$ cat src/rtl/bcw_pkg.sv
`timescale 1ns / 1ps
package bcw_pkg;

  localparam int COORD_W    = 32;
  localparam int RADIUS_W   = COORD_W - 1;
  localparam int ANG_BITS   = 30;
  localparam int DIV_CELLS  = ANG_BITS;
  localparam int CORDIC_N   = 16;
  localparam int STEP_W     = 5;
  localparam int LEN_W      = 33;
  localparam int REM_W      = 34;
  localparam int ANG_W      = 34;

  localparam logic [30:0] HALF_PI_Q30 = 31'd1686629713;
  localparam logic signed [ANG_W-1:0] GAIN_Q30 = 34'sd652032874;
  localparam logic [RADIUS_W-1:0] RADIUS_RST = 31'd65536;

  typedef enum logic [1:0] {
    MODE_PASS,
    MODE_BEND,
    MODE_STRAIGHT
  } mode_t;

  typedef struct packed {
    mode_t                    mode;
    logic signed [COORD_W-1:0] x;
    logic signed [COORD_W-1:0] y;
    logic [LEN_W-1:0]         len;
    logic [REM_W-1:0]         rem;
    logic [ANG_BITS-1:0]      frac;
    logic signed [ANG_W-1:0]  z;
    logic signed [ANG_W-1:0]  cx;
    logic signed [ANG_W-1:0]  cy;
  } item_t;

  function automatic logic signed [ANG_W-1:0] atan_q30(input logic [STEP_W-1:0] idx);
    logic signed [ANG_W-1:0] a;
    unique case (idx)
      5'd0:  a = 34'sd843314857;
      5'd1:  a = 34'sd497837829;
      5'd2:  a = 34'sd263043837;
      5'd3:  a = 34'sd133525159;
      5'd4:  a = 34'sd67021687;
      5'd5:  a = 34'sd33543516;
      5'd6:  a = 34'sd16775851;
      5'd7:  a = 34'sd8388437;
      5'd8:  a = 34'sd4194283;
      5'd9:  a = 34'sd2097149;
      5'd31: a = 34'sd1;
      default: a = 34'sd1 <<< (5'd30 - idx);
    endcase
    return a;
  endfunction

  function automatic logic signed [COORD_W-1:0] sat_coord(input logic signed [35:0] v);
    logic signed [35:0] hi;
    logic signed [35:0] lo;
    hi = 36'sd2147483647;
    lo = -36'sd2147483648;
    if (v > hi) return 32'sh7fffffff;
    if (v < lo) return 32'sh80000000;
    return v[COORD_W-1:0];
  endfunction

endpackage

$ cat src/rtl/bcw_div_cell.sv
`timescale 1ns / 1ps
module bcw_div_cell (
  input  logic           clk,
  input  logic           rst_n,
  input  logic           up_valid,
  output logic           up_ready,
  input  bcw_pkg::item_t up_item,
  output logic           dn_valid,
  input  logic           dn_ready,
  output bcw_pkg::item_t dn_item
);

  logic           v_r;
  bcw_pkg::item_t item_r, item_nxt;
  logic [bcw_pkg::REM_W-1:0] rem2;
  logic           ge;

  assign up_ready = !v_r || dn_ready;
  assign dn_valid = v_r;
  assign dn_item  = item_r;

  always_comb begin
    rem2     = {up_item.rem[bcw_pkg::REM_W-2:0], 1'b0};
    ge       = rem2 >= {1'b0, up_item.len};
    item_nxt = up_item;
    item_nxt.frac = {up_item.frac[bcw_pkg::ANG_BITS-2:0], ge};
    item_nxt.rem  = ge ? rem2 - {1'b0, up_item.len} : rem2;
  end

  always_ff @(posedge clk) begin
    if (!rst_n) begin
      v_r <= 1'b0;
    end else if (up_ready) begin
      v_r <= up_valid;
    end
  end

  always_ff @(posedge clk) begin
    if (up_ready) item_r <= item_nxt;
  end

endmodule

$ cat config.mk
export PLATFORM = sky130hd
export DESIGN_NAME = bcw_div_cell
export DESIGN_NICKNAME = d
export VERILOG_FILES = /design/src/rtl/bcw_pkg.sv /design/src/rtl/bcw_div_cell.sv
export SDC_FILE = /design/constraint.sdc
export NUM_CORES = 1
export LEC_CHECK = 0
export ABC_CLOCK_PERIOD_IN_PS = 18700
export BUFFER_PORTS_ARGS = -buffer_cell sky130_fd_sc_hd__buf_2
export CORE_AREA = 2 2 208 210
export CTS_CLUSTER_SIZE = 12
export DETAILED_ROUTE_END_ITERATION = 10
export DIE_AREA = 0 0 210 212
export PLACE_DENSITY = 0.46
export SLEW_MARGIN = 40
export SYNTH_ARGS = -nofsm -noshare
export SYNTH_HDL_FRONTEND = slang
export SYNTH_SLANG_ARGS = --single-unit
$ cat constraint.sdc
create_clock -name clk -period 18.7 [get_ports clk]
set_clock_uncertainty 0.1 [all_clocks]
set_input_delay 1.87 -clock clk [delete_from_list [all_inputs] [get_ports clk]]
set_output_delay 1.87 -clock clk [all_outputs]
set_load 0.02 [all_outputs]
== Word level (Yosys, flattened, before mapping) ==
Cells that the tools add are included.
W data, S select, Z words.

* Register bits after elaboration: 266
* Output and inout port bits: 267
* Input bits: 269

* Mux-type cells: 1
* Magnitude comparators: 1
* Reduce and logical (&&, ||, !) cells: 2
* Add/sub/neg operators: 1

{| class="wikitable"
|+ Operators with widths
! cell !! count
|-
| $ge A34 B33 Y1 || 1
|-
| $mux W34 || 1
|-
| $sub A34 B33 Y34 || 1
|-
| $logic_not A1 Y1 || 1
|-
| $logic_or A1 B1 Y1 || 1
|}

== Longest topological paths before layout ==
* Depth in word-level cells: 2
* Mapped depth: 12
* Mapped depth without buffers: 10

== Least setup slack after synthesis ==
OpenSTA, ideal clock, no wires.

* Kind: input-to-output
* Start point: input port dn_ready
* End point: output port up_ready
* Slack: 8.368 ns
* Stages on the path: 1
* Data arrival time: 8.362 ns
* Data required time: 16.730 ns
* Buffers on the path: 0
* Cells stage by stage: nand2b_1

* Word-level cells in the longest chain between the ends: 1

{| class="wikitable"
|+ Ends and longest elaborated chain
! item !! RTL line !! source
|-
| start, declared || bcw_div_cell.sv:9 || <nowiki>input logic dn_ready,</nowiki>
|-
| $logic_or A1 B1 Y1 || bcw_div_cell.sv:18 || <nowiki>assign up_ready = !v_r || dn_ready;</nowiki>
|-
| end, declared || bcw_div_cell.sv:6 || <nowiki>output logic up_ready,</nowiki>
|}

No other way between the ends.

== Worst setup path in the final report ==
Same ends and word-level chain as after synthesis.

==> impl_results.md <==
* Iter 0 DRT Violations at 316
* Insertion delay to the later sink of the worst-skew pair at 0.55 ns
* Final hold violations at 0
* CTS tree: built
* Most frequent cell after synthesis: edfxtp_1
* Max Cap Violations at 0
* Initial core utilization at 25.1%
* Port bufs at 533
* Netlist cell types at 64
* Unrepaired setup endpoints after global routing: false
* GRT Total Usage at 16.7%
* Period utilization at 25.8%
* Residual DRC at 0
* Internal power consumption at 0.00113 W
* Dominant cells by area after synthesis: edfxtp_1, ha_1, mux2_4
* Setup ws final at 13.87 ns
* Remaining antenna violation count at 0
* Area leader, netlist: edfxtp_1
* WL per Instance at 22.0 µm
* #FFs+latches synth at 266
* Chip height at 212 µm
* Syn Nets at 943
* Setup violations, final at 0
* Max frequency at 207 MHz
* Pleak at 6.65 nW
* Slew @ Worst Pin at 0.794 ns
* Seq/Total Area, Yosys at 74.7%
* Avg Vias per Cell at 4.32
* Htree depth at 1
* Crit path time final at 4.83 ns
* Sw Share at 27.5%
* Postcts setup bufs at 0
* Die extent in x at 210 µm
* Asr flop ratio synth at 0%
* CP endpoint kind: primary output
* Pin count of the biggest net entering global routing at 88
* Synthesis-to-layout area growth at 40.2%
* Clock sink count at 266
* GPL Wtd Cong at 0.871
* Area share of the leading cell type in the synthesized netlist at 74.5%
* Final #Nets at 1501
* Synth top cells by count: edfxtp_1, inv_1, nand2_1, ha_1, a21oi_1
* Min-delay worst type: reg -> reg
* Post-synth EDFFs at 265
* Routed WL at 39000 µm
* CTS hold repair buffers at 0
* Root Buffer: clkbuf_16
* TritonRoute pass-1 iters at 4
* Critical Path RT at 16.73 ns
* Row cnt at 76
* Vias in the first global route at 7734
* Io pins at 536
* Outcome: finished, final reports clean
* Vias at 7659
* Dpl cells at 1711
* Mean post-synth cell area at 16.7 µm²
* Final Non-Filler Cells at 1773
* Hpwl dp at 32000 µm
* CTS Buf Count at 31
* Mapped Cells at 640
* Initial antenna violation count at 23
* Pins Over Slew Limit at 0
* Post-synthesis cell area at 0.0107 mm²
* Layout cell share with drive strength beyond 1 at 51.1%
* Setup TNS at 0 ns
* Power share of the clock group at 35.8%
* Worst Path Max Fanout at 52
* Worst-path clk slew at 0.06 ns
* # resized after CTS at 0
* Maximum clock path buffer count at 3
* Combinational share of power at 17.6%
* Pwr per Cell Area at 104 mW/mm²
* Worst Path Arrival at 2.86 ns
* Max-slew headroom at 46.6%
* Synth Flop Type: edfxtp_1
* CP startpoint kind: primary input
* Global-route wire length before repair at 53800 µm
* Grt total ovfl at 0
* R2r setup slk at 16.41 ns
* Pre-CTS WS at 13.31 ns
* P_sw at 0.000430 W
* Total Power at 0.00156 W
* VDD IR max at 0.0625 mV
* Sequential Power Share at 46.6%
* Crit Path Class: in -> out
* Die ar. at 0.0445 mm²
* Core ar. at 0.0425 mm²
* Fillers at 4264
* Synth warn at 0
## metrics by stage
stage / hold WS [ns] / util, % / cell area (µm²)
floorplan: 1.87 / - / 10700
global placement: 1.05 / 33.0 / 14000
detailed placement: 1.05 / 33.0 / 14000
CTS: 1.05 / 35.2 / 15000
global route: 1.09 / 35.2 / 15000
finish: 1.02 / 35.2 / 15000
## metal layers
layer / up-vias / GRT usage (%) / wire length [µm]
met5: - / 0 / 24
met4: 4 / 3.84 / 709
met3: 69 / 5.79 / 3430
met2: 311 / 32.1 / 21300
met1: 3705 / 17.3 / 13500
li1: 3570 / - / -
## placed cells by master, fill, tap and decap left out, drive strengths merged, types with 4 or more instances in the layout
cell type and n:
nor2 23, mux2 32, diode 7, a21o 12, o21ai 15, nor2b 5
ha 33, clkinvlp 4, o31ai 6, clkinv 13, nand2 38, edfxtp 265
clkbuf 36, xor2 13, a21boi 4, nand4 4, buf 538, nor3 14
xnor2 14, o21a 8, inv 46, a21oi 35, nand3 9
## critical path: stages
cell and delay (ns):
buf_2 0.08, nand2b_4 0.58, buf_2 0.29
## cell families after synthesis
logic type / count (synthesis) / share of synthesized area (%)
flops: 266 / 74.7
compound gates: 115 / 7.94
simple gates: 107 / 4.70
buf+inv: 58 / 2.28
fa+ha+maj: 34 / 4.05
mux: 33 / 4.17
xor+xnor: 27 / 2.21
## worst paths after layout
check | startpoint | to | depth (start not counted)
max | dn_ready | up_ready | 3
min | dn_valid | dn_item[259] | 1
max reg2reg | dn_valid | dn_item[5] | 3
min reg2reg | dn_valid | dn_item[259] | 1
## state kept, by name, indices dropped and copies added, names as in the netlist
register	flops
dn_valid	1
dn_item	265
## final cells by class
| type | count | area (µm²) | area share (%) |
|---|---|---|---|
| diodes | 7 | 17.5 | 0.117 |
| clock inverters | 19 | 128 | 0.852 |
| flip-flops and latches | 266 | 7980 | 53.3 |
| clock buffers | 36 | 795 | 5.30 |
| repair buffers | 538 | 2740 | 18.3 |
| multi-input cells | 316 | 2470 | 16.5 |
| inverters | 45 | 169 | 1.13 |
| well taps | 546 | 683 | 4.56 |
## power groups by stage
stage	registers, W	logic [W]	clock network, W
after floorplan	0.000817	0.0000939	0
after global placement	0.000740	0.000278	0
after detailed placement	0.000741	0.000279	0
after CTS	0.000729	0.000280	0.000583
after global routing	0.000733	0.000298	0.000603
final	0.000728	0.000276	0.000560
Power figures use the tool's default switching activity.
