## config.mk

```make
export PLATFORM = sky130hd
export DESIGN_NAME = bcw_cordic_cell
export DESIGN_NICKNAME = d
export VERILOG_FILES = /design/src/rtl/bcw_pkg.sv /design/src/rtl/bcw_cordic_cell.sv
export SDC_FILE = /design/constraint.sdc
export NUM_CORES = 1
export LEC_CHECK = 0
export BUFFER_PORTS_ARGS = -buffer_cell sky130_fd_sc_hd__clkbuf_2
export CAP_MARGIN = 20
export CORE_MARGIN = 1.5
export CORE_UTILIZATION = 35
export CTS_BUF_LIST = sky130_fd_sc_hd__clkbuf_8
export DETAILED_ROUTE_END_ITERATION = 7
export PLACE_DENSITY = 0.64
export RECOVER_POWER = 25
export SLEW_MARGIN = 20
export SYNTH_ARGS = -nofsm -noshare
export SYNTH_HDL_FRONTEND = slang
export SYNTH_SLANG_ARGS = --single-unit
```

## constraint.sdc

```tcl
create_clock -name clk -period 9.4 [get_ports clk]
set_input_delay 0.94 -clock clk [delete_from_list [all_inputs] [get_ports clk]]
set_output_delay 0.94 -clock clk [all_outputs]
set_load 0.05 [all_outputs]
```

## src/rtl/bcw_pkg.sv

```systemverilog
`timescale 1ns / 1ps
package bcw_pkg;

  localparam int COORD_W    = 32;
  localparam int RADIUS_W   = COORD_W - 1;
  localparam int ANG_BITS   = 30;
  localparam int DIV_CELLS  = ANG_BITS;
  localparam int CORDIC_N   = 16;
  localparam int STEP_W     = 5;
  localparam int LEN_W      = 33;
  localparam int REM_W      = 34;
  localparam int ANG_W      = 34;

  localparam logic [30:0] HALF_PI_Q30 = 31'd1686629713;
  localparam logic signed [ANG_W-1:0] GAIN_Q30 = 34'sd652032874;
  localparam logic [RADIUS_W-1:0] RADIUS_RST = 31'd65536;

  typedef enum logic [1:0] {
    MODE_PASS,
    MODE_BEND,
    MODE_STRAIGHT
  } mode_t;

  typedef struct packed {
    mode_t                    mode;
    logic signed [COORD_W-1:0] x;
    logic signed [COORD_W-1:0] y;
    logic [LEN_W-1:0]         len;
    logic [REM_W-1:0]         rem;
    logic [ANG_BITS-1:0]      frac;
    logic signed [ANG_W-1:0]  z;
    logic signed [ANG_W-1:0]  cx;
    logic signed [ANG_W-1:0]  cy;
  } item_t;

  function automatic logic signed [ANG_W-1:0] atan_q30(input logic [STEP_W-1:0] idx);
    logic signed [ANG_W-1:0] a;
    unique case (idx)
      5'd0:  a = 34'sd843314857;
      5'd1:  a = 34'sd497837829;
      5'd2:  a = 34'sd263043837;
      5'd3:  a = 34'sd133525159;
      5'd4:  a = 34'sd67021687;
      5'd5:  a = 34'sd33543516;
      5'd6:  a = 34'sd16775851;
      5'd7:  a = 34'sd8388437;
      5'd8:  a = 34'sd4194283;
      5'd9:  a = 34'sd2097149;
      5'd31: a = 34'sd1;
      default: a = 34'sd1 <<< (5'd30 - idx);
    endcase
    return a;
  endfunction

  function automatic logic signed [COORD_W-1:0] sat_coord(input logic signed [35:0] v);
    logic signed [35:0] hi;
    logic signed [35:0] lo;
    hi = 36'sd2147483647;
    lo = -36'sd2147483648;
    if (v > hi) return 32'sh7fffffff;
    if (v < lo) return 32'sh80000000;
    return v[COORD_W-1:0];
  endfunction

endpackage

```

## src/rtl/bcw_cordic_cell.sv

```systemverilog
`timescale 1ns / 1ps
module bcw_cordic_cell (
  input  logic                        clk,
  input  logic                        rst_n,
  input  logic [bcw_pkg::STEP_W-1:0]  step,
  input  logic                        up_valid,
  output logic                        up_ready,
  input  bcw_pkg::item_t              up_item,
  output logic                        dn_valid,
  input  logic                        dn_ready,
  output bcw_pkg::item_t              dn_item
);

  logic           v_r;
  bcw_pkg::item_t item_r, item_nxt;
  logic signed [bcw_pkg::ANG_W-1:0] dx, dy, ang;

  assign up_ready = !v_r || dn_ready;
  assign dn_valid = v_r;
  assign dn_item  = item_r;

  always_comb begin
    dx       = up_item.cy >>> step;
    dy       = up_item.cx >>> step;
    ang      = bcw_pkg::atan_q30(step);
    item_nxt = up_item;
    if (up_item.z >= 0) begin
      item_nxt.cx = up_item.cx - dx;
      item_nxt.cy = up_item.cy + dy;
      item_nxt.z  = up_item.z - ang;
    end else begin
      item_nxt.cx = up_item.cx + dx;
      item_nxt.cy = up_item.cy - dy;
      item_nxt.z  = up_item.z + ang;
    end
  end

  always_ff @(posedge clk) begin
    if (!rst_n) begin
      v_r <= 1'b0;
    end else if (up_ready) begin
      v_r <= up_valid;
    end
  end

  always_ff @(posedge clk) begin
    if (up_ready) item_r <= item_nxt;
  end

endmodule

```

# Word-level counts from Yosys, hierarchy flattened
# Index checks and enable logic that the tools add are counted.
# op_classes
n_eq_ne	10
reduce_logical	3
n_shift	3
addsub	7
muxes	2
order_cmp	1
# op_table
operator	n
case mux 34 bit (11 select lines)	1
adder 34 bit	3
two-way mux 102 bit	1
subtractor 34 bit	3
>>> shifter 34 x 5 -> 34 bit	2
>= comparator 34 x 1 -> 1 bit (second input constant)	1
<<< shifter 2 x 5 -> 34 bit (first input constant)	1
== test 5 x 3 -> 1 bit (second input constant)	4
== test 5 x 2 -> 1 bit (second input constant)	2
== test 5 x 4 -> 1 bit (second input constant)	2
== test 5 x 1 -> 1 bit (second input constant)	1
== test 5 bit (second input constant)	1
zero test 5 bit	1
subtractor 5 bit (first input constant)	1
zero test 1 bit	1
logical OR 1 bit	1
# totals
word_cells	36
register_bits	266
inputBits	274

# Longest topological paths before layout
# depth
word_depth	5
depth_mapped	29

# Worst setup path after synthesis
# No wires, ideal clock.
# synth_timing
path_kind	input -> register
startpoint	input port dn_ready
endpoint	register v_r, in the netlist dn_valid
setup_slack_ps	705
path_stages	2
setup_ps	449
required_ps	8951
path_buffers	0
arrival_ps	8246
cell_sequence	nand2b_1 > a21boi_0
# synth_via
elab_chain_cells	1
# synth_rtl
item	line_no	rtl
start, declared	bcw_cordic_cell.sv:10	input logic dn_ready,
logical OR 1 bit	bcw_cordic_cell.sv:18	assign up_ready = !v_r || dn_ready;
end signal, assigned	bcw_cordic_cell.sv:42	v_r <= up_valid;
end, declared	bcw_cordic_cell.sv:14	logic v_r;
# No other way between the ends.
# A chain may end at the register's enable or synchronous reset.

==> run metrics <==
status finished with violations; failing checks max-capacitance violations, max-slew violations; #FFs+latches synth 266; Crit Path Category in -> reg; Critical Path Start Type input pin; hold buffers post-CTS 0; Vias/cell 5.74; PortBufs 540; Max Buffers Root-to-Sink 3; Mapped Nets 2214; Iter 0 DRT Violations 1649; Synth Warn # 0; Synth cell types 86; worst hold slack 457 ps; Least-Margin Pin Slew 3120 ps; num ports 541; largest net degree at the start of global routing 122; Post-Place Setup Slack 1440 ps; fmax 135 MHz; Die X 239 µm; Top FF cell, synth edfxtp_1; Synth Cell Area 0.0195 mm²; # rows 86; fin. max-slew vios 49; drt drc 0; relative slew slack -1.08; post-CTS setup buffers 0; total wire length 80200 µm; number of H-tree levels 2; Final Hold Viols 0; fraction of registers with async set/reset 0; commonest cells after routing, fill and taps aside 524 x clkbuf_2, 265 x edfxtp_1, 172 x nand2_1; CTS Root Cell clkbuf_8; Final Critical Period 7420 ps; slowest cell delay on critical path 590 ps; layout overhead on the synthesized area 22.0%; # fillers 5297; Nets 2734; DR pass1 iterations 6; CTS tree done; Gate Count Post-Synth 1835; RSZ-0062 raised after global routing no; cts bufs inserted 46; gr ovfl total 0; layout cells sized above 1 0.305; initial antenna violation count 24; PwrDens 213 mW/mm²; setup TNS 0 ps; WP data required 9750 ps; Hold/Removal Path Class in -> reg; max-cap violations 1; Core ar. 0.0550 mm²; Post-Syn Area per Cell 10.6 µm²; sequential-to-total area share from yosys stat 0.410; Worst-Skew Late Latency 670 ps; Starting Density 0.354; Via Count 18100; DP Wirelength 63900 µm; P_leak 10.2 nW; first-pass GRT wire length 114000 µm; gpl congestion 0.991; commonest non-fill, non-tap cell in the layout clkbuf_2; placed inst area 0.0229 mm²; ordered list of cells on the worst path buf_4 -> buf_4 -> mux4_2 -> mux4_2 -> mux2i_1 -> ha_1 -> inv_1 -> or4_1 -> nand2b_4 -> o31ai_1 -> xnor2_1 -> ha_1 -> and4_1 -> a21oi_1 -> o211ai_1 -> a2111oi_0 -> nor3_1 -> a221o_1 -> nand3_1 -> nand3b_1 -> a221oi_1 -> nor2b_1 -> xnor2_1; peak supply drop 234 µV; All-Layer GR Usage 0.270; Clock Skew 68.8 ps; Arr. time, crit path 7770 ps; number of global-route vias before repair 17300; Final WS setup 1980 ps; die area 0.0570 mm²; final instance area 0.0237 mm²; crit path max fanout 36; post-CTS sizing 0; Wirelength per Cell 25.5 µm; Die Ht 239 µm; number of flops mapped to enable cells by yosys 265; Routed Antenna Nets 0; kind of end point of the critical path flip-flop; Clock Sinks 266; Slowest-stage cell, CP mux4_2; final setup vio count 0; period utilization 0.789; clock-pin transition on the worst setup and hold timing paths 60 ps
[worst max-delay path: cells and delay by family]
kind / cells / cell delay [ps]
compound gates: 6 / 1820
xor+xnor: 2 / 180
fa+ha+maj: 2 / 670
buf+inv: 3 / 1160
mux: 3 / 1400
simple gates: 7 / 1570
[layer usage]
| metal | part of all wire | routed length [µm] | GRT usage |
|---|---|---|---|
| met3 | 0.081 | 6470 | 0.0493 |
| met5 | 0 | 0 | 0 |
| met4 | 0.033 | 2650 | 0.0997 |
| met1 | 0.37 | 29900 | 0.321 |
| met2 | 0.51 | 41200 | 0.485 |
[metrics by stage]
| stage | utilization | std cells | power (mW) |
|---|---|---|---|
| floorplan | - | 1835 | 3.42 |
| CTS | 0.432 | 3136 | 5.09 |
| detailed placement | 0.416 | 3054 | 4.04 |
| global route | 0.432 | 3147 | 5.29 |
| global placement | 0.416 | 3054 | 4.03 |
| finish | 0.432 | 3147 | 5.06 |
[cell families (layout without fill, tap and decap cells)]
kind of cell,after synthesis,count (layout),share of synthesized area
DFF,266,266,0.410
and+or+nand+nor,467,467,0.113
adders and majority gates,105,105,0.0687
muxes,135,135,0.113
other,0,10,0
buffers and inverters,140,694,0.0319
xor gates and xnor gates,175,175,0.0787
AOI/OAI and AO/OA,547,547,0.184
[path summary, 6_finish.rpt]
| path | from | endpoint | slack [ps] | depth (start not counted) |
|---|---|---|---|---|
| worst max-delay path | step[0] | dn_item[31] | 1980 | 23 |
| worst min-delay path | up_item[230] | dn_item[230] | 460 | 1 |
| worst max register to register | dn_valid | dn_item[146] | 4380 | 3 |
| worst min register to register | dn_valid | dn_item[224] | 1420 | 1 |
[registers in the layout (all words and copies together), names as in the netlist]
name / count
dn_valid: 1
dn_item: 265
[where the power goes]
| group | switching, mW | internal, mW | total (mW) |
|---|---|---|---|
| sequential | 0.0797 | 1.60 | 1.68 |
| combinational | 1.68 | 0.664 | 2.35 |
| clock | 0.511 | 0.518 | 1.03 |
[cell type report]
cell class              count  area, µm²  area share
clock inverters            36        225     0.00949
inverters                  46        173     0.00727
repair buffers            566       2910       0.122
multi-input cells        1429      10900       0.458
clock buffers              46        633      0.0267
diodes                     10       25.0     0.00105
flip-flops and latches    266       7980       0.336
well taps                 748        936      0.0394
[synth_stat cells, types with 27 or more instances]
master / instances / area (µm²)
xor2_1: 67 / 587
ha_1: 102 / 1280
nand2_1: 172 / 646
inv_1: 44 / 165
o21ai_0: 121 / 606
nor2_1: 113 / 424
nand3_1: 36 / 180
edfxtp_1: 265 / 7960
nand2b_1: 27 / 169
a21o_1: 58 / 435
a21oi_1: 121 / 606
xnor2_1: 108 / 946
clkbuf_1: 42 / 158
o22ai_1: 30 / 188
mux4_2: 66 / 1490
mux2i_1: 45 / 450
(Power assumes the default switching activity.)
