**src/rtl/bcw_pkg.sv**
```systemverilog
`timescale 1ns / 1ps
package bcw_pkg;

  localparam int COORD_W    = 32;
  localparam int RADIUS_W   = COORD_W - 1;
  localparam int ANG_BITS   = 30;
  localparam int DIV_CELLS  = ANG_BITS;
  localparam int CORDIC_N   = 16;
  localparam int STEP_W     = 5;
  localparam int LEN_W      = 33;
  localparam int REM_W      = 34;
  localparam int ANG_W      = 34;

  localparam logic [30:0] HALF_PI_Q30 = 31'd1686629713;
  localparam logic signed [ANG_W-1:0] GAIN_Q30 = 34'sd652032874;
  localparam logic [RADIUS_W-1:0] RADIUS_RST = 31'd65536;

  typedef enum logic [1:0] {
    MODE_PASS,
    MODE_BEND,
    MODE_STRAIGHT
  } mode_t;

  typedef struct packed {
    mode_t                    mode;
    logic signed [COORD_W-1:0] x;
    logic signed [COORD_W-1:0] y;
    logic [LEN_W-1:0]         len;
    logic [REM_W-1:0]         rem;
    logic [ANG_BITS-1:0]      frac;
    logic signed [ANG_W-1:0]  z;
    logic signed [ANG_W-1:0]  cx;
    logic signed [ANG_W-1:0]  cy;
  } item_t;

  function automatic logic signed [ANG_W-1:0] atan_q30(input logic [STEP_W-1:0] idx);
    logic signed [ANG_W-1:0] a;
    unique case (idx)
      5'd0:  a = 34'sd843314857;
      5'd1:  a = 34'sd497837829;
      5'd2:  a = 34'sd263043837;
      5'd3:  a = 34'sd133525159;
      5'd4:  a = 34'sd67021687;
      5'd5:  a = 34'sd33543516;
      5'd6:  a = 34'sd16775851;
      5'd7:  a = 34'sd8388437;
      5'd8:  a = 34'sd4194283;
      5'd9:  a = 34'sd2097149;
      5'd31: a = 34'sd1;
      default: a = 34'sd1 <<< (5'd30 - idx);
    endcase
    return a;
  endfunction

  function automatic logic signed [COORD_W-1:0] sat_coord(input logic signed [35:0] v);
    logic signed [35:0] hi;
    logic signed [35:0] lo;
    hi = 36'sd2147483647;
    lo = -36'sd2147483648;
    if (v > hi) return 32'sh7fffffff;
    if (v < lo) return 32'sh80000000;
    return v[COORD_W-1:0];
  endfunction

endpackage

```
**src/rtl/bcw_angle.sv**
```systemverilog
`timescale 1ns / 1ps
module bcw_angle (
  input  logic           clk,
  input  logic           rst_n,
  input  logic           up_valid,
  output logic           up_ready,
  input  bcw_pkg::item_t up_item,
  output logic           dn_valid,
  input  logic           dn_ready,
  output bcw_pkg::item_t dn_item
);

  logic           v_r;
  bcw_pkg::item_t item_r, item_nxt;
  logic [60:0]    prod;

  assign up_ready = !v_r || dn_ready;
  assign dn_valid = v_r;
  assign dn_item  = item_r;

  always_comb begin
    prod     = up_item.frac * bcw_pkg::HALF_PI_Q30 + (61'd1 << 29);
    item_nxt = up_item;
    item_nxt.z  = $signed({3'b0, prod[60:30]});
    item_nxt.cx = bcw_pkg::GAIN_Q30;
    item_nxt.cy = '0;
  end

  always_ff @(posedge clk) begin
    if (!rst_n) begin
      v_r <= 1'b0;
    end else if (up_ready) begin
      v_r <= up_valid;
    end
  end

  always_ff @(posedge clk) begin
    if (up_ready) item_r <= item_nxt;
  end

endmodule

```
**config.mk**
```make
export PLATFORM = sky130hd
export DESIGN_NAME = bcw_angle
export DESIGN_NICKNAME = d
export VERILOG_FILES = /design/src/rtl/bcw_pkg.sv /design/src/rtl/bcw_angle.sv
export SDC_FILE = /design/constraint.sdc
export NUM_CORES = 1
export LEC_CHECK = 0
export BUFFER_PORTS_ARGS = -buffer_cell sky130_fd_sc_hd__clkbuf_2
export CORE_ASPECT_RATIO = 0.5
export CORE_MARGIN = 2
export CORE_UTILIZATION = 55
export CTS_CLUSTER_SIZE = 8
export DETAILED_ROUTE_END_ITERATION = 6
export GPL_TIMING_DRIVEN = 0
export PLACE_DENSITY = 0.8
export SKIP_CTS_REPAIR_TIMING = 1
export SYNTH_ARGS = -nofsm -noshare
export SYNTH_HDL_FRONTEND = slang
export SYNTH_SLANG_ARGS = --single-unit
```
**constraint.sdc**
```tcl
create_clock -name clk -period 9 [get_ports clk]
set_input_delay 0 -clock clk [delete_from_list [all_inputs] [get_ports clk]]
set_output_delay 0 -clock clk [all_outputs]
set_load 0.05 [all_outputs]
```
Yosys cells after proc, flatten, opt, wreduce, memory -nomap -nowiden
Index checks and enable logic that the tools add are counted. Widths: inputs -> output; s select.

Register bits: 195. Bits of input ports: 269. Output and inout port bits: 267. Word-level logic and storage cells: 12.

Add/subtract/negate cells: 1. $mul: 1. Reduce and logical (&&, ||, !) cells: 2.

Operator list (number): $add 61x30->61 const B (1); $mul 30x31->61 const B (1); $logic_not 1->1 (1); $logic_or 1x1->1 (1).

Longest topological paths before layout
Word-level depth: 2. Depth in mapped cells: 26. Depth with buffers taken out: 26.

Worst setup path before layout
No wires, ideal clock.

Path type: input -> register. Start: input port up_item[106] (netlist bit). End: register item_r, in the netlist dn_item[96], data pin. Setup time: 0.158 ns. Data arrival time: 6.219 ns. Slack: 2.622 ns. Cell stages on the path: 23. Cells stage by stage: inv_1 -> fa_1 -> inv_1 -> fa_1 -> fa_1 -> inv_1 -> fa_1 -> inv_1 -> fa_1 -> fa_1 -> fa_1 -> inv_1 -> fa_1 -> inv_1 -> ha_1 -> and2_2 -> nand4_1 -> or2_2 -> o21ai_4 -> a21oi_2 -> o31a_1 -> o2111a_1 -> a211oi_2.

Word-level cells in the longest chain between the ends: 2.

RTL lines: from (decl) (line bcw_angle.sv:7) `input bcw_pkg::item_t up_item,`; $mul 30x31->61 (line bcw_angle.sv:22) `prod = up_item.frac * bcw_pkg::HALF_PI_Q30 + (61'd1 << 29);`; $add 61x30->61 (line bcw_angle.sv:22); via prod[58] (line bcw_angle.sv:15) `logic [60:0] prod;`; to (signal assigned) (line bcw_angle.sv:38) `if (up_ready) item_r <= item_nxt;`; to (decl) (line bcw_angle.sv:14) `bcw_pkg::item_t item_r, item_nxt;`.

The timed path passes the listed nets, and every way through them passes these cells. A chain may end at the register's enable or synchronous reset.

Worst setup path after layout
Start: input port up_item[106] (netlist bit). End: register item_r, in the netlist dn_item[93], data pin.

The elaborated chain is that of the path after synthesis.

==> summary.txt <==
Drt
  • DRC: 0
  • WL met3: 5543 um
  • First DRT Iteration DRCs: 1,137
  • Via count: 14,982
  • Routed Wire Length: 58,580 um
  • Met1 WL: 24,190 um
  • Antenna Nets Post-Route: 0
  • Top routing layer in use: met4
  • WL per Instance: 20.04 um
  • Vias per inst: 5.126
  • DRT Pass-1 Iters: 5
  • Met2 WL post-DR: 27,430 um

Cells and area
  • Layout area overhead: 22.48%
  • Nets: 3,350
  • Share of cells above drive strength 1: 20.54%
  • Fillers: 2,770

Hold path
  • WHS Endpoint: dn_item[126]
  • Worst min-delay path class: in2reg
  • Hold path cells: 1
  • Hold Startpoint: up_item[126]

Timing
  • Max Slew Vio Count: 0
  • Tcrit/Tclk final: 84.66%
  • Rel. slew slack: 36.66%
  • Skew final: 0.02215 ns
  • Hold Fails Final Rpt: 0
  • Total Neg Setup Slack: 0 ns
  • RSZ-0062 raised after global routing: no
  • Slew @ Worst Pin: 0.9501 ns
  • Min Clock Period, post-route: 7.620 ns
  • Max Freq: 131.2 MHz
  • Final Setup Violations: 0

Floorplanning
  • Starting Density: 55.69%
  • Die Height: 144.2 um
  • I/O pins: 536
  • Row count: 51
  • Die W: 284.3 um
  • Core ar.: 38,800 um^2
  • Die area: 40,980 um^2

GRT
  • Grt ovf: 0
  • Antenna violations before repair: 2
  • Overall routing resource usage: 28.25%
  • Pin count of the biggest net entering global routing: 75
  • Vias in the first global route: 14,906
  • Global-route wire length before repair: 85,660 um

Place
  • Dpl hpwl: 47,560 um
  • Routability cong.: 0.9709
  • IO buf count: 362

Synth
  • Gate Count Post-Synth: 1,786
  • EDFF count, synth: 194
  • Seq/Total Area, Yosys: 27.05%
  • Top FF cell, synth: edfxtp_1
  • Post-Syn Area per Cell: 12.10 um^2
  • Synth Cell Area: 21,610 um^2
  • Synthesized flop and latch total: 195
  • Async S/R FF share, synth: 0%
  • Synth cell types: 65
  • Yosys warnings: 0

Clocking
  • Worst-case clock buffer depth: 2
  • CTS tree: yes
  • Inserted Clock Buffers: 17
  • Clk Latency, worst-skew pair: 0.48 ns
  • CTS sink cnt: 195
  • CTS clk-pin slew, worst paths: 0.10 ns
  • CTS H-tree depth: 4
  • CTS root buffer: clkbuf_16

Setup path
  • R2r startpoint: dn_valid
  • Path type of the worst setup path: in2reg
  • Startpoint types: input port
  • Reg2Reg Depth: 3
  • R2r setup slk: 6.96 ns
  • CP arrival: 7.90 ns
  • CP max FO: 8
  • R2R Path End: dn_valid
  • Data required time of the worst path: 9.28 ns
  • CP endpoint kind: flip-flop

Outcome
  • Status: finished clean

Flow run
  • Maxcap violations: 0
-- cell families (layout without fill, tap and decap cells) --
group | count (synthesis) | after routing | synth area share [%]
buffers and inverters | 535 | 1071 | 10.60
other | 2 | 73 | 0.03476
AO/OA/AOI/OAI | 185 | 185 | 5.548
adder cells (fa/ha/maj) | 703 | 703 | 52.42
flip-flops | 195 | 195 | 27.05
XOR/XNOR | 34 | 34 | 1.378
AND/OR/NAND/NOR | 131 | 131 | 2.919
multiplexers | 1 | 1 | 0.04633
-- synthesized netlist by cell type, types with 7 or more instances --
cell type / n / area [um^2]
buf_4: 71 / 533.0
fa_1: 337 / 6746
o21a_1: 7 / 52.55
xor2_1: 13 / 113.9
nand2_1: 44 / 165.2
o21ai_0: 28 / 140.1
ha_1: 366 / 4579
xnor2_1: 21 / 183.9
inv_1: 455 / 1708
nor2_1: 31 / 116.4
o21bai_1: 11 / 82.58
nand3_1: 15 / 75.07
a21o_1: 32 / 240.2
nand4_1: 8 / 50.05
a21oi_1: 61 / 305.3
edfxtp_1: 194 / 5826
-- layer usage --
| metal | vias up | track usage, % |
|---|---|---|
| met5 | - | 0 |
| met4 | 0 | 8.116 |
| met3 | 99 | 8.076 |
| met2 | 630 | 44.49 |
| met1 | 7430 | 38.54 |
| li1 | 6823 | - |
-- area by class of cell --
class                           instances  area, um^2  area share (%)
Tap cell                              530       663.1           2.506
Multi-Input combinational cell       1125       13740           51.91
Sequential cell                       195        5846           22.09
Inverter                              456        1712           6.468
Clock inverter                         15       229.0          0.8652
Clock buffer                           17       425.4           1.607
Buffer                                 79       579.3           2.189
Timing Repair Buffer                  504        3268           12.35
Antenna cell                            2       5.005         0.01891
-- worst max-delay path: stages --
cell	delay, ns
dlygate4sd3_1	0.52
clkbuf_2	0.27
inv_1	0.21
fa_1	0.47
inv_1	0.23
fa_1	0.49
fa_1	0.53
inv_1	0.06
fa_1	0.51
inv_1	0.06
fa_1	0.48
fa_1	0.45
fa_1	0.54
inv_1	0.06
fa_1	0.50
inv_1	0.05
ha_1	0.33
and2_2	0.20
nand4_1	0.17
or2_2	0.37
o311ai_0	0.34
nand3_1	0.20
a21oi_1	0.32
nand3_1	0.19
a211oi_1	0.33
-- through the flow --
stage               hold WS, ns  area, um^2  setup WS [ns]  cells  utilization (%)
floorplan               0.09887       21870          2.622   1855                -
finish                  0.01695       26460          1.380   2923            68.21
global placement         0.1773       24340          1.230   2747            62.74
CTS                     -0.3276       25060          2.020   2781            64.59
global route           0.009581       26460          1.012   2923            68.21
detailed placement       0.1786       24400          1.554   2749            62.90
-- worst max-delay path by stage --
stage / slack (ns) / cells after the start / startpoint / endpoint
after detailed placement: 1.55 / 24 / up_item[106] / dn_item[93]
after global placement: 1.23 / 3 / dn_ready / dn_valid
after floorplan: 2.62 / 23 / up_item[106] / dn_item[96]
after CTS: 2.02 / 24 / up_item[106] / dn_item[93]
final: 1.38 / 25 / up_item[106] / dn_item[93]
after global routing: 1.01 / 26 / up_item[106] / dn_item[98]
-- registers in the layout (all words and copies together), names as in the netlist --
signal,cells
dn_valid,1
dn_item,194
-- layout by cell type (no fill, tap or decap), drive strengths merged, types with 8 or more instances in the layout --
master and n:
buf 75, and3 8, xor2 13, fa 337
xnor2 21, ha 366, a21o 32, o21ai 35
o21bai 11, conb 71, clkbuf 384, nor2 32
edfxtp 194, dlygate4sd3 140, nand3 15, nand2 45
inv 469, nand4 8, a21oi 62
Power is left out: the tool's default activity adds up to more than one toggle a clock period on the data nets, which glitch-free logic cannot reach.
