## config.mk

```make
export PLATFORM = sky130hd
export DESIGN_NAME = bcw_front
export DESIGN_NICKNAME = d
export VERILOG_FILES = /design/src/rtl/bcw_pkg.sv /design/src/rtl/bcw_front.sv
export SDC_FILE = /design/constraint.sdc
export NUM_CORES = 1
export LEC_CHECK = 0
export ABC_AREA = 1
export BUFFER_PORTS_ARGS = -buffer_cell sky130_fd_sc_hd__buf_2
export CAP_MARGIN = 25
export CORE_ASPECT_RATIO = 1.5
export CORE_MARGIN = 2
export CORE_UTILIZATION = 45
export CTS_BUF_LIST = sky130_fd_sc_hd__clkbuf_16
export CTS_CLUSTER_SIZE = 20
export DETAILED_ROUTE_END_ITERATION = 10
export GPL_TIMING_DRIVEN = 0
export RECOVER_POWER = 25
export SLEW_MARGIN = 30
export SYNTH_ARGS = -nofsm -noshare
export SYNTH_HDL_FRONTEND = slang
export SYNTH_SLANG_ARGS = --single-unit
```

## constraint.sdc

```tcl
create_clock -name clk -period 21.2 [get_ports clk]
set_input_delay 2.12 -clock clk [delete_from_list [all_inputs] [get_ports clk]]
set_output_delay 2.12 -clock clk [all_outputs]
set_load 0.005 [all_outputs]
```

## src/rtl/bcw_pkg.sv

```systemverilog
`timescale 1ns / 1ps
package bcw_pkg;

  localparam int COORD_W    = 32;
  localparam int RADIUS_W   = COORD_W - 1;
  localparam int ANG_BITS   = 30;
  localparam int DIV_CELLS  = ANG_BITS;
  localparam int CORDIC_N   = 16;
  localparam int STEP_W     = 5;
  localparam int LEN_W      = 33;
  localparam int REM_W      = 34;
  localparam int ANG_W      = 34;

  localparam logic [30:0] HALF_PI_Q30 = 31'd1686629713;
  localparam logic signed [ANG_W-1:0] GAIN_Q30 = 34'sd652032874;
  localparam logic [RADIUS_W-1:0] RADIUS_RST = 31'd65536;

  typedef enum logic [1:0] {
    MODE_PASS,
    MODE_BEND,
    MODE_STRAIGHT
  } mode_t;

  typedef struct packed {
    mode_t                    mode;
    logic signed [COORD_W-1:0] x;
    logic signed [COORD_W-1:0] y;
    logic [LEN_W-1:0]         len;
    logic [REM_W-1:0]         rem;
    logic [ANG_BITS-1:0]      frac;
    logic signed [ANG_W-1:0]  z;
    logic signed [ANG_W-1:0]  cx;
    logic signed [ANG_W-1:0]  cy;
  } item_t;

  function automatic logic signed [ANG_W-1:0] atan_q30(input logic [STEP_W-1:0] idx);
    logic signed [ANG_W-1:0] a;
    unique case (idx)
      5'd0:  a = 34'sd843314857;
      5'd1:  a = 34'sd497837829;
      5'd2:  a = 34'sd263043837;
      5'd3:  a = 34'sd133525159;
      5'd4:  a = 34'sd67021687;
      5'd5:  a = 34'sd33543516;
      5'd6:  a = 34'sd16775851;
      5'd7:  a = 34'sd8388437;
      5'd8:  a = 34'sd4194283;
      5'd9:  a = 34'sd2097149;
      5'd31: a = 34'sd1;
      default: a = 34'sd1 <<< (5'd30 - idx);
    endcase
    return a;
  endfunction

  function automatic logic signed [COORD_W-1:0] sat_coord(input logic signed [35:0] v);
    logic signed [35:0] hi;
    logic signed [35:0] lo;
    hi = 36'sd2147483647;
    lo = -36'sd2147483648;
    if (v > hi) return 32'sh7fffffff;
    if (v < lo) return 32'sh80000000;
    return v[COORD_W-1:0];
  endfunction

endpackage

```

## src/rtl/bcw_front.sv

```systemverilog
`timescale 1ns / 1ps
module bcw_front (
  input  logic                               clk,
  input  logic                               rst_n,
  input  logic [bcw_pkg::RADIUS_W-1:0]       bend_radius,
  input  logic                               in_valid,
  output logic                               in_ready,
  input  logic signed [bcw_pkg::COORD_W-1:0] in_x,
  input  logic signed [bcw_pkg::COORD_W-1:0] in_y,
  output logic                               dn_valid,
  input  logic                               dn_ready,
  output bcw_pkg::item_t                     dn_item
);

  logic        va_r, vb_r, vc_r;
  logic        rdy_a, rdy_b, rdy_c;
  logic signed [bcw_pkg::COORD_W-1:0] xa_r, ya_r, xb_r, yb_r;
  logic [46:0] ph_r;
  logic [45:0] pl_r;
  logic [bcw_pkg::LEN_W-1:0] len_r;
  logic [62:0] len_sum;
  logic signed [bcw_pkg::REM_W-1:0] diff;
  bcw_pkg::item_t item_r, item_nxt;

  assign rdy_c    = !vc_r || dn_ready;
  assign rdy_b    = !vb_r || rdy_c;
  assign rdy_a    = !va_r || rdy_b;
  assign in_ready = rdy_a;
  assign dn_valid = vc_r;
  assign dn_item  = item_r;

  assign len_sum = {1'b0, ph_r, 15'b0} + {17'b0, pl_r} + (63'd1 << 29);

  always_comb begin
    diff = $signed({1'b0, len_r}) - $signed({{2{xb_r[bcw_pkg::COORD_W-1]}}, xb_r});
    item_nxt      = '0;
    item_nxt.x    = xb_r;
    item_nxt.y    = yb_r;
    item_nxt.len  = len_r;
    item_nxt.rem  = diff;
    if (xb_r <= 0) begin
      item_nxt.mode = bcw_pkg::MODE_PASS;
    end else if (diff >= 0) begin
      item_nxt.mode = bcw_pkg::MODE_BEND;
    end else begin
      item_nxt.mode = bcw_pkg::MODE_STRAIGHT;
    end
  end

  always_ff @(posedge clk) begin
    if (!rst_n) begin
      va_r <= 1'b0;
      vb_r <= 1'b0;
      vc_r <= 1'b0;
    end else begin
      if (rdy_a) va_r <= in_valid;
      if (rdy_b) vb_r <= va_r;
      if (rdy_c) vc_r <= vb_r;
    end
  end

  always_ff @(posedge clk) begin
    if (rdy_a) begin
      xa_r <= in_x;
      ya_r <= in_y;
      ph_r <= bend_radius * bcw_pkg::HALF_PI_Q30[30:15];
      pl_r <= bend_radius * bcw_pkg::HALF_PI_Q30[14:0];
    end
    if (rdy_b) begin
      xb_r  <= xa_r;
      yb_r  <= ya_r;
      len_r <= len_sum[62:30];
    end
    if (rdy_c) item_r <= item_nxt;
  end

endmodule

```

## Yosys cells after proc, flatten, opt, wreduce, memory -nomap -nowiden

Cells that the tools add are included.

| operators by class | value |
|---|---|
| add/subtract/negate cells | 3 |
| multiply operators | 2 |
| $lt $le $gt $ge | 2 |
| mux-type cells | 1 |
| reductions and logical operators | 6 |

Operators with widths:

| kind | number |
|---|---|
| 62-bit by 46-bit adder with 63-bit output | 1 |
| 63-bit by 30-bit adder with 63-bit output (second input constant) | 1 |
| 31-bit by 16-bit multiplier with 47-bit output (second input constant) | 1 |
| 31-bit by 15-bit multiplier with 46-bit output (second input constant) | 1 |
| 34-bit by 1-bit >= comparator with 1-bit output (second input constant) | 1 |
| 34-bit by 32-bit subtractor with 34-bit output | 1 |
| 32-bit by 1-bit less-or-equal comparator with 1-bit output (second input constant) | 1 |
| 1-bit zero test | 3 |
| 1-bit logical OR | 3 |
| 2-bit two-way mux | 1 |

| storage, ports and cells | value |
|---|---|
| bits in registers | 390 |
| output and inout bits | 267 |
| logic and storage cells | 29 |

## Depth between registers and ports, before layout

Gate-level depths: netlist of the first run.

| logic depth | value |
|---|---|
| depth in word-level cells | 4 |
| depth in mapped cells | 25 |
| mapped depth without buffers | 25 |

## Worst setup path after synthesis of the first run

OpenSTA, ideal clock, no wires.

| timing path | value |
|---|---|
| path kind | in2out |
| start point | in dn_ready |
| end point | out in_ready |
| data arrival time | 8443 ps |
| setup slack | 10637 ps |
| stages on the path | 4 |
| buffers on the path | 0 |
| cells stage by stage | inv_1 > nand2_1 > nor2_1 > nand2_1 |

| between the ends | value |
|---|---|
| cells in the longest elaborated chain, start to end | 3 |

Ends and longest elaborated chain:

| what | RTL line | source |
|---|---|---|
| from (decl) | bcw_front.sv:11 | `input logic dn_ready,` |
| 1-bit logical OR | bcw_front.sv:25 | `assign rdy_c = !vc_r \|\| dn_ready;` |
| net rdy_c | bcw_front.sv:16 | `logic rdy_a, rdy_b, rdy_c;` |
| 1-bit logical OR | bcw_front.sv:26 | `assign rdy_b = !vb_r \|\| rdy_c;` |
| 1-bit logical OR | bcw_front.sv:27 | `assign rdy_a = !va_r \|\| rdy_b;` |
| to (decl) | bcw_front.sv:7 | `output logic in_ready,` |

The timed path passes the listed nets, and every way through them passes these cells.

## Worst setup path after layout of the first run

| timing path | value |
|---|---|
| start point | in bend_radius[10] (netlist name) |
| end point | reg ph_r[42], data pin |

| between the ends | value |
|---|---|
| cells in the longest elaborated chain, start to end | 1 |

Ends and longest elaborated chain:

| what | RTL line | source |
|---|---|---|
| from (decl) | bcw_front.sv:5 | `input logic [bcw_pkg::RADIUS_W-1:0] bend_radius,` |
| 31-bit by 16-bit multiplier with 47-bit output | bcw_front.sv:66 | `ph_r <= bend_radius * bcw_pkg::HALF_PI_Q30[30:15];` |
| to (signal assigned) | bcw_front.sv:66 |  |
| to (decl) | bcw_front.sv:18 | `logic [46:0] ph_r;` |

Every way passes these cells.
A chain may end at the register's enable or synchronous reset.

==> results of run 1 <==
==> metal layers <==
layer  up-vias  track usage  part of all wire
li1      12346            -                 -
met1     12076        0.239              0.34
met2       636        0.514              0.56
met3       274       0.0163             0.028
met4         2        0.156             0.072
met5         -            0           0.00015
==> worst max-delay path, delay by kind of cell <==
kind / cells / cell delay [ns]
buffers and inverters: 4 / 0.54
and+or+nand+nor: 9 / 1.17
adders and majority gates: 7 / 2.99
AOI/OAI and AO/OA: 2 / 0.96
==> state kept, by name (all words and copies together), names as in the netlist <==
signal / cells
dn_item: 133
ph_r: 47
len_r: 33
xa_r: 32
xb_r: 32
ya_r: 32
yb_r: 32
pl_r: 31
dn_valid: 1
va_r: 1
vb_r: 1
==> layout make-up <==
cell class / instances / area [µm²] / area share
Tap cell: 1008 / 1260 / 0.0325
Multi-Input combinational cell: 2478 / 19900 / 0.514
Timing Repair Buffer: 239 / 1320 / 0.0339
Clock inverter: 22 / 245 / 0.00631
Inverter: 814 / 3060 / 0.0788
Sequential cell: 375 / 11200 / 0.289
Buffer: 134 / 1000 / 0.0258
Clock buffer: 31 / 776 / 0.0200
Antenna cell: 2 / 5.00 / 0.000129
==> through the flow <==
stage | utilization | area (µm²) | setup slack [ns]
after floorplan | - | 35200 | 10.64
after global placement | 0.493 | 37600 | 7.48
after detailed placement | 0.496 | 37800 | 13.12
after CTS | 0.509 | 38800 | 13.76
after global routing | 0.509 | 38800 | 13.53
final | 0.509 | 38800 | 13.73
==> cell usage after synthesis, types with 16 or more instances <==
master	instances
inv_1	800
nand2_1	539
ha_1	443
edfxtp_1	372
nor2_1	300
fa_1	295
a21oi_1	172
buf_4	133
nand3_1	109
o21ai_0	97
xor2_1	97
nand4_1	37
a21o_1	26
o21bai_1	25
nor3_1	23
nor2_2	22
xnor2_1	17
o21a_1	16
==> logic make-up (layout without fill, tap and decap cells) <==
family          Yosys count  count (layout)
compound gates          392             392
xor+xnor                114             114
fa+ha+maj               738             738
buf+inv                 948            1240
flops                   375             375
other cells               1             134
simple gates           1102            1102
==> final timing paths <==
check	start	end	slack, ns	cells past startpoint
worst max register to register	ph_r[28]$_DFFE_PP_	len_r[20]$_DFFE_PP_	18.12	9
worst max-delay path	bend_radius[10]	ph_r[42]$_DFFE_PP_	13.73	22
worst min register to register	ya_r[22]$_DFFE_PP_	yb_r[22]$_DFFE_PP_	0.42	0
worst min-delay path	ya_r[22]$_DFFE_PP_	yb_r[22]$_DFFE_PP_	0.42	0
==> flow_summary.yaml, run 1 <==
timing:
  hold_violations: 0
  slew_violations: 0
  worst_pin_slew_ns: 1.02
  relSlewSlack: 0.313
  fin_setup_tns_ns: 0
  max_freq_ghz: 0.134
  holdWs_ns: 0.416
  period_minus_slack_ns: 7.47
  rsz0062_at_grt: "false"
  fin_skew_ns: 0.0147
  timing.final.crit_share: 0.353
  setup_viol: 0
clocking:
  htree_levels: 1
  cts_setup_buffers: 0
  cts_sinks: 375
  cts_tree: "built"
  cts_resized: 0
  path_clk_slew_ns: 0.07
  cts_buffers: 30
  cts_root_buffer: "clkbuf_16"
  hold_buffers: 0
  clk_latency_ns: 0.59
  clk_path_buf_depth: 3
floorplanning:
  die_area_um2: 79400
  io_pins: 366
  dieHeight_um: 344
  rows: 124
  fp.coreArea_um2: 76300
  die_x_um: 231
  start_util: 0.455
grt:
  grt_pass1_vias: 26874
  groute.usage.overall: 0.251
  grt_pass1_wl_um: 149000
  gr-total-overflow: 0
  antenna_found_initial: 3
  grt_max_degree: 70
final_layout:
  final_common_cell: "inv_1"
  nNetsFinal: 4909
  area_growth_syn_to_layout_pct: 11.9
  drive_gt1_frac: 0.126
  fin_cells: 5103
  fill_cells: 7359
  final_cell_mix: "inv_1 (802), nand2_1 (537), ha_1 (443), edfxtp_1 (372), nor2_1 (300)"
yosys:
  synth_compound_area_frac: 0.0649
  yosysTopAreaCell: "edfxtp_1"
  syn-mean-instance-area_um2: 9.46
  synth-xor-area-share: 0.0288
  synth_top_area_share: 0.322
  synth_cells: 3670
  synthesis.area_um2: 34700
  synth_area_leaders: "edfxtp_1 (32%), fa_1 (17%), ha_1 (16%)"
  synthSimpleGateAreaFrac: 0.136
  synth-edff-count: 372
  synthAdderAreaFrac: 0.330
  seq_area_frac_synth: 0.323
  async_reset_ff_frac: 0
  ys.warnings.count: 0
  synth.distinct_cells: 46
  synth_seq_cells: 375
  synth_top_family_by_area: "adder cells"
  synthFlopType: "edfxtp_1"
  synthMuxAreaShare: 0
route:
  drt_iter0_drc: 1139
  viasPerCell: 4.96
  wire_per_inst_um: 19.4
  dr.pass1.iters: 5
  drtAntennaViolNets: 0
  drc_errors: 0
  vias: 25334
  wl_um: 98900
run_status:
  outcome: "finished, final reports clean"
setup_path:
  crit_top_cell: "nand2_1"
  crit_chain: "buf_2, ha_1, nor2_1, nor2_1, ha_1, or2_2, fa_1, inv_1, fa_1, fa_1, fa_1, inv_1, ha_1, nand2_1, inv_1, a21oi_1, a21boi_0, nand2_1, nand2_1, nand3_1, nand2_1, nand2_1"
  cp_slowest_cell: "fa_1"
  worstPathRequired_ns: 21.54
  max_stage_delay_ns: 0.57
  worst-setup-path-type: "in2reg"
  worstPathArrival_ns: 7.81
  critPathCaptureType: "register"
  startpoint_type: "input pin"
  cp_max_fo: 12
placement:
  dp.cells: 5048
  hpwl_um: 85100
  gp_congestion: 0.951
  port_buffers: 233
hold_path:
  worstHoldPathType: "reg2reg"
job:
  maxCapViolCount: 0
Power of run 1 is not shown: default switching activity piles up to over one toggle a cycle in this logic, so the estimate is an artifact.
==> run 2: changes to the inputs <==
--- a/config.mk
+++ b/config.mk
@@ -5,7 +5,7 @@
 export SDC_FILE = /design/constraint.sdc
 export NUM_CORES = 1
 export LEC_CHECK = 0
-export ABC_AREA = 1
+export ABC_AREA = 0
 export BUFFER_PORTS_ARGS = -buffer_cell sky130_fd_sc_hd__buf_2
 export CAP_MARGIN = 25
 export CORE_ASPECT_RATIO = 1.5
==> constraint.sdc (replaced) <==
create_clock -name clk -period 6.9 [get_ports clk]
set_input_delay 0.69 -clock clk [delete_from_list [all_inputs] [get_ports clk]]
set_output_delay 0.69 -clock clk [all_outputs]
set_load 0.005 [all_outputs]
==> flow_summary.yaml, run 2 <==
yosys:
  synth-edff-count: 372
  synth_cells: 2557
  synth_seq_cells: 375
  synth_area_leaders: "edfxtp_1 (36%), fa_1 (19%), ha_1 (18%)"
  seq_area_frac_synth: 0.367
  synth_most_common_cell: "inv_1"
  synth_common_cells: "inv_1 (558), ha_1 (443), edfxtp_1 (372)"
  yosysTopAreaCell: "edfxtp_1"
  ys.warnings.count: 0
  async_reset_ff_frac: 0
  syn-mean-instance-area_um2: 12.0
  synthFlopType: "edfxtp_1"
  synth.distinct_cells: 73
  synth_top_area_share: 0.365
  synthesis.area_um2: 30600
grt:
  grt_pass1_wl_um: 107000
  use_met3: 0.0171
  gr-usage-met1: 0.226
  gr-total-overflow: 0
  groute.usage.overall: 0.194
  grt.met2_usage: 0.370
  grt_max_degree: 72
  grt_pass1_vias: 20034
  antenna_found_initial: 0
  top_usage_layer: "met2"
route:
  drc_errors: 0
  vias: 18949
  wire_per_inst_um: 17.4
  wl_um: 67500
  drt_iter0_drc: 968
  drtAntennaViolNets: 0
  viasPerCell: 4.88
  dr.pass1.iters: 5
setup_path:
  worstPathArrival_ns: 6.88
  worst-setup-path-type: "in2reg"
  critPathCaptureType: "register"
  startpoint_type: "input pin"
  ff2ff_path_depth: 12
  cp_max_fo: 12
  r2r-end: "len_r[30]$_DFFE_PP_"
  worstPathRequired_ns: 7.18
  reg2reg_setup_slack_ns: 3.02
  r2r-start: "pl_r[17]$_DFFE_PP_"
timing:
  hold_violations: 0
  timing.final.crit_share: 0.957
  slew_violations: 0
  period_minus_slack_ns: 6.60
  setup_ws_ns: 0.297
  worst_pin_slew_ns: 0.872
  max_freq_ghz: 0.151
  setup_viol: 0
  fin_skew_ns: 0.0214
  relSlewSlack: 0.417
  rsz0062_at_grt: "false"
floorplanning:
  dieHeight_um: 324
  fp.coreArea_um2: 67600
  rows: 117
  start_util: 0.453
  io_pins: 366
  die_area_um2: 70200
  die_x_um: 217
job:
  maxCapViolCount: 0
placement:
  gp_congestion: 0.877
  port_buffers: 233
  hpwl_um: 55400
  dpl_worst_slack_ns: -0.262
  dpl_cell_area_um2: 33600
run_status:
  outcome: "finished, final reports clean"
hold_path:
  hold_path_depth: 1
  hp-start: "in_x[13]"
  worstHoldPathType: "in2reg"
  hold_end: "xa_r[13]$_DFFE_PP_"
clocking:
  clk_latency_ns: 0.54
  path_clk_slew_ns: 0.07
  cts_buffers: 36
  cts_tree: "built"
  cts_resized: 0
  clk_path_buf_depth: 3
  cts_sinks: 375
  hold_buffers: 0
  cts_setup_buffers: 0
  htree_levels: 2
  cts_root_buffer: "clkbuf_16"
final_layout:
  area_growth_syn_to_layout_pct: 13.2
  final_cell_mix: "inv_1 (566), ha_1 (443), edfxtp_1 (372), fa_1 (295), buf_2 (230)"
  finalInstanceArea_um2: 34700
  final_common_cell: "inv_1"
  drive_gt1_frac: 0.147
  nNetsFinal: 3802
  largest_reg_flops: 133
==> run 2: cell types whose count changed after synthesis, sizes merged, moves of 39 or more <==
cell	delta
a21o	+52
nand3	-85
a21oi	-81
xor2	-39
xnor2	+65
nor2	-253
inv	-256
o21ai	-70
nand2	-497
==> run 2: final cells by class <==
| type | count | area (µm²) |
|---|---|---|
| plain buffers | 141 | 1030 |
| diodes | 1 | 2.50 |
| multi-input cells | 1614 | 16800 |
| well taps | 892 | 1120 |
| clock buffers | 37 | 926 |
| fillers | 6039 | 33000 |
| flip-flops and latches | 375 | 11200 |
| repair buffers | 239 | 1290 |
| inverters | 558 | 2100 |
| clock inverters | 26 | 185 |
==> run 2: cells by family after synthesis <==
family | after synthesis | synth area share
XOR/XNOR | 140 | 0.0400
multiplexers | 1 | 0.000327
other | 1 | 0.000122
AO/OA/AOI/OAI | 333 | 0.0731
AND/OR/NAND/NOR | 266 | 0.0429
adder cells (fa/ha/maj) | 742 | 0.375
flip-flops | 375 | 0.367
buffers and inverters | 699 | 0.102
==> run 2: worst max-delay path by stage <==
stage / to / cells after the start / start / slack (ns)
5_1_grt: pl_r[30]$_DFFE_PP_ / 22 / bend_radius[4] / 0.02
2_1_floorplan: ph_r[44]$_DFFE_PP_ / 21 / bend_radius[2] / 1.03
3_5_place_dp: pl_r[30]$_DFFE_PP_ / 22 / bend_radius[7] / -0.26
6_report: pl_r[30]$_DFFE_PP_ / 22 / bend_radius[7] / 0.30
3_3_place_gp: xa_r[27]$_DFFE_PP_ / 3 / dn_ready / -1.21
4_1_cts: pl_r[30]$_DFFE_PP_ / 22 / bend_radius[7] / 0.28
==> run 2: critical path, cell delays in order <==
cell     delay [ns]
buf_2          0.33
ha_1           0.37
inv_1          0.11
fa_1           0.54
inv_1          0.05
fa_1           0.49
fa_1           0.55
inv_1          0.06
fa_1           0.54
inv_1          0.05
ha_1           0.29
ha_1           0.36
a21o_1         0.18
a21o_1         0.17
a21o_1         0.17
a221o_1        0.30
a21oi_2        0.41
o31ai_1        0.19
nor2_1         0.30
a21oi_1        0.15
a21o_1         0.21
xor2_1         0.36
==> run 2: metrics by stage <==
stage                     std cells  utilization  setup TNS, ns  hold WS (ns)
after floorplan                2688            -              0         0.400
after global placement         3813        0.494        -170.49         0.400
after detailed placement       3819        0.496          -1.28         0.405
after CTS                      3882        0.513              0         0.300
after global routing           3882        0.513              0         0.312
final                          3883        0.513              0         0.329
==> run 2: layer usage <==
metal,up-vias,wire (µm)
met5,-,0
met4,0,2260
met3,115,2490
met2,435,36100
met1,9270,26600
li1,9129,-
Power of run 2 is left out for the same reason.
==> run 3: changes to the inputs <==
==> constraint.sdc (replaced) <==
create_clock -name clk -period 6.9 [get_ports clk]
set_input_delay 0.345 -clock clk [delete_from_list [all_inputs] [get_ports clk]]
set_output_delay 0.345 -clock clk [all_outputs]
set_load 0.005 [all_outputs]
==> flow_summary.yaml, run 3 (synthesis results as in run 2) <==
run_status:
  outcome: "finished, final reports clean"
floorplanning:
  dieHeight_um: 324
  die_area_um2: 70200
  fp.coreArea_um2: 67600
  rows: 117
  start_util: 0.453
  die_x_um: 217
  io_pins: 366
setup_path:
  worst-setup-path-type: "in2reg"
  r2r-end: "len_r[30]$_DFFE_PP_"
  reg2reg_setup_slack_ns: 3.02
  cp_top_family: "adder cells"
  cp_max_fo: 11
  crit_chain: "clkbuf_1, ha_1, xor2_1, ha_1, fa_1, inv_1, fa_1, inv_1, fa_1, ha_1, ha_1, o21a_1, nor2_1, nor3_1, a221o_1, a21oi_2, o31ai_1, nor2_1, a21oi_1, a21o_1, xor2_1"
  critPathCaptureType: "register"
  worstPathArrival_ns: 6.61
  critPathBufInv: 3
  max_stage_delay_ns: 0.58
  critPathLaunch: "bend_radius[0]"
  cp_slowest_cell: "clkbuf_1"
  ff2ff_path_depth: 12
  r2r-start: "ph_r[4]$_DFFE_PP_"
  startpoint_type: "input pin"
  crit_top_cell: "ha_1"
  worstPathRequired_ns: 7.18
final_layout:
  fin_cells: 3946
  nNetsFinal: 3866
  final_cell_mix: "inv_1 (566), ha_1 (443), edfxtp_1 (372), fa_1 (295), buf_2 (226)"
  final_common_cell: "inv_1"
  largest_reg_flops: 133
  area_growth_syn_to_layout_pct: 15.3
  diodes: 0
  drive_gt1_frac: 0.143
  utilization: 0.522
timing:
  slew_violations: 0
  relSlewSlack: 0.420
  timing.final.crit_share: 0.918
  fin_skew_ns: 0.0239
  period_minus_slack_ns: 6.33
  setup_viol: 0
  max_freq_ghz: 0.158
  worst_pin_slew_ns: 0.868
  hold_violations: 0
  rsz0062_at_grt: "false"
hold_path:
  hold_path_depth: 2
  worstHoldPathType: "in2reg"
  hp-start: "rst_n"
  hold_end: "dn_valid$_SDFFE_PN0P_"
grt:
  grt_pass1_wl_um: 108000
  grt_max_degree: 72
  antenna_found_initial: 0
  grt_pass1_vias: 20359
  groute.usage.overall: 0.195
  gr-total-overflow: 0
placement:
  hpwl_um: 55400
  dp.cells: 3819
  port_buffers: 233
  gp_congestion: 0.877
clocking:
  hold_buffers: 64
  clk_path_buf_depth: 3
  path_clk_slew_ns: 0.06
  cts_root_buffer: "clkbuf_16"
  cts_tree: "built"
  cts_setup_buffers: 0
  clk_latency_ns: 0.54
  htree_levels: 2
  cts_resized: 0
  cts_buffers: 36
  cts_sinks: 375
route:
  wire_per_inst_um: 17.2
  drtAntennaViolNets: 0
  drt_iter0_drc: 958
  vias: 19169
  drc_errors: 0
  viasPerCell: 4.86
  dr.pass1.iters: 5
  wl_um: 68100
pwr:
  p_total_w: 0.0188
  ir_worst_vdd_v: 0.000389
  power.leakage_nw: 17.6
  power_density_nw_per_um2: 534
job:
  maxCapViolCount: 0
## run 3: cell count changes in the layout (fill, tap and decap cells not counted)
cell,delta
clkbuf_1,+4
dlygate4sd3_1,+64
diode_2,-1
buf_2,-4
## run 3: per-stage QoR
step	instance area [µm²]	setup TNS (ns)	worst slack, ns	hold WS [ns]
after floorplan	31100	0	1.37	0.400
final	35300	0	0.568	0.0604
after CTS	35300	0	0.624	0.0262
after global routing	35300	0	0.244	0.0506
after detailed placement	33600	0	0.0829	0.405
after global placement	33400	-119.45	-0.862	0.400
## run 3: layout make-up
class / count / area [µm²]
buffer: 141 / 1030
clock inverter: 26 / 185
inverter: 558 / 2100
clock buffer: 37 / 926
multi-input combinational: 1614 / 16800
fill: 5985 / 32300
tap: 892 / 1120
sequential: 375 / 11200
timing repair buffer: 303 / 1920
## run 3: worst max path at each step
stage,end,slack [ns],cells past startpoint
3_3_place_gp,xa_r[27]$_DFFE_PP_,-0.86,3
3_5_place_dp,pl_r[30]$_DFFE_PP_,0.08,22
4_1_cts,pl_r[30]$_DFFE_PP_,0.62,22
5_1_grt,pl_r[30]$_DFFE_PP_,0.24,21
2_1_floorplan,ph_r[44]$_DFFE_PP_,1.37,21
6_report,pl_r[30]$_DFFE_PP_,0.57,21
## run 3: layer usage
| metal | global-route usage | vias up | part of all wire |
|---|---|---|---|
| li1 | - | 9254 | - |
| met1 | 0.227 | 9352 | 0.39 |
| met2 | 0.374 | 449 | 0.54 |
| met3 | 0.0167 | 114 | 0.038 |
| met4 | 0.0683 | 0 | 0.033 |
| met5 | 0 | - | 0 |
## run 3: report_power, final
group | leakage (nW) | switching [W] | internal, W
clock network | 0.579 | 0.000819 | 0.00105
logic | 13.0 | 0.00751 | 0.00530
registers | 3.96 | 0.000275 | 0.00388
No activity file was read; power rests on OpenSTA's default activity.
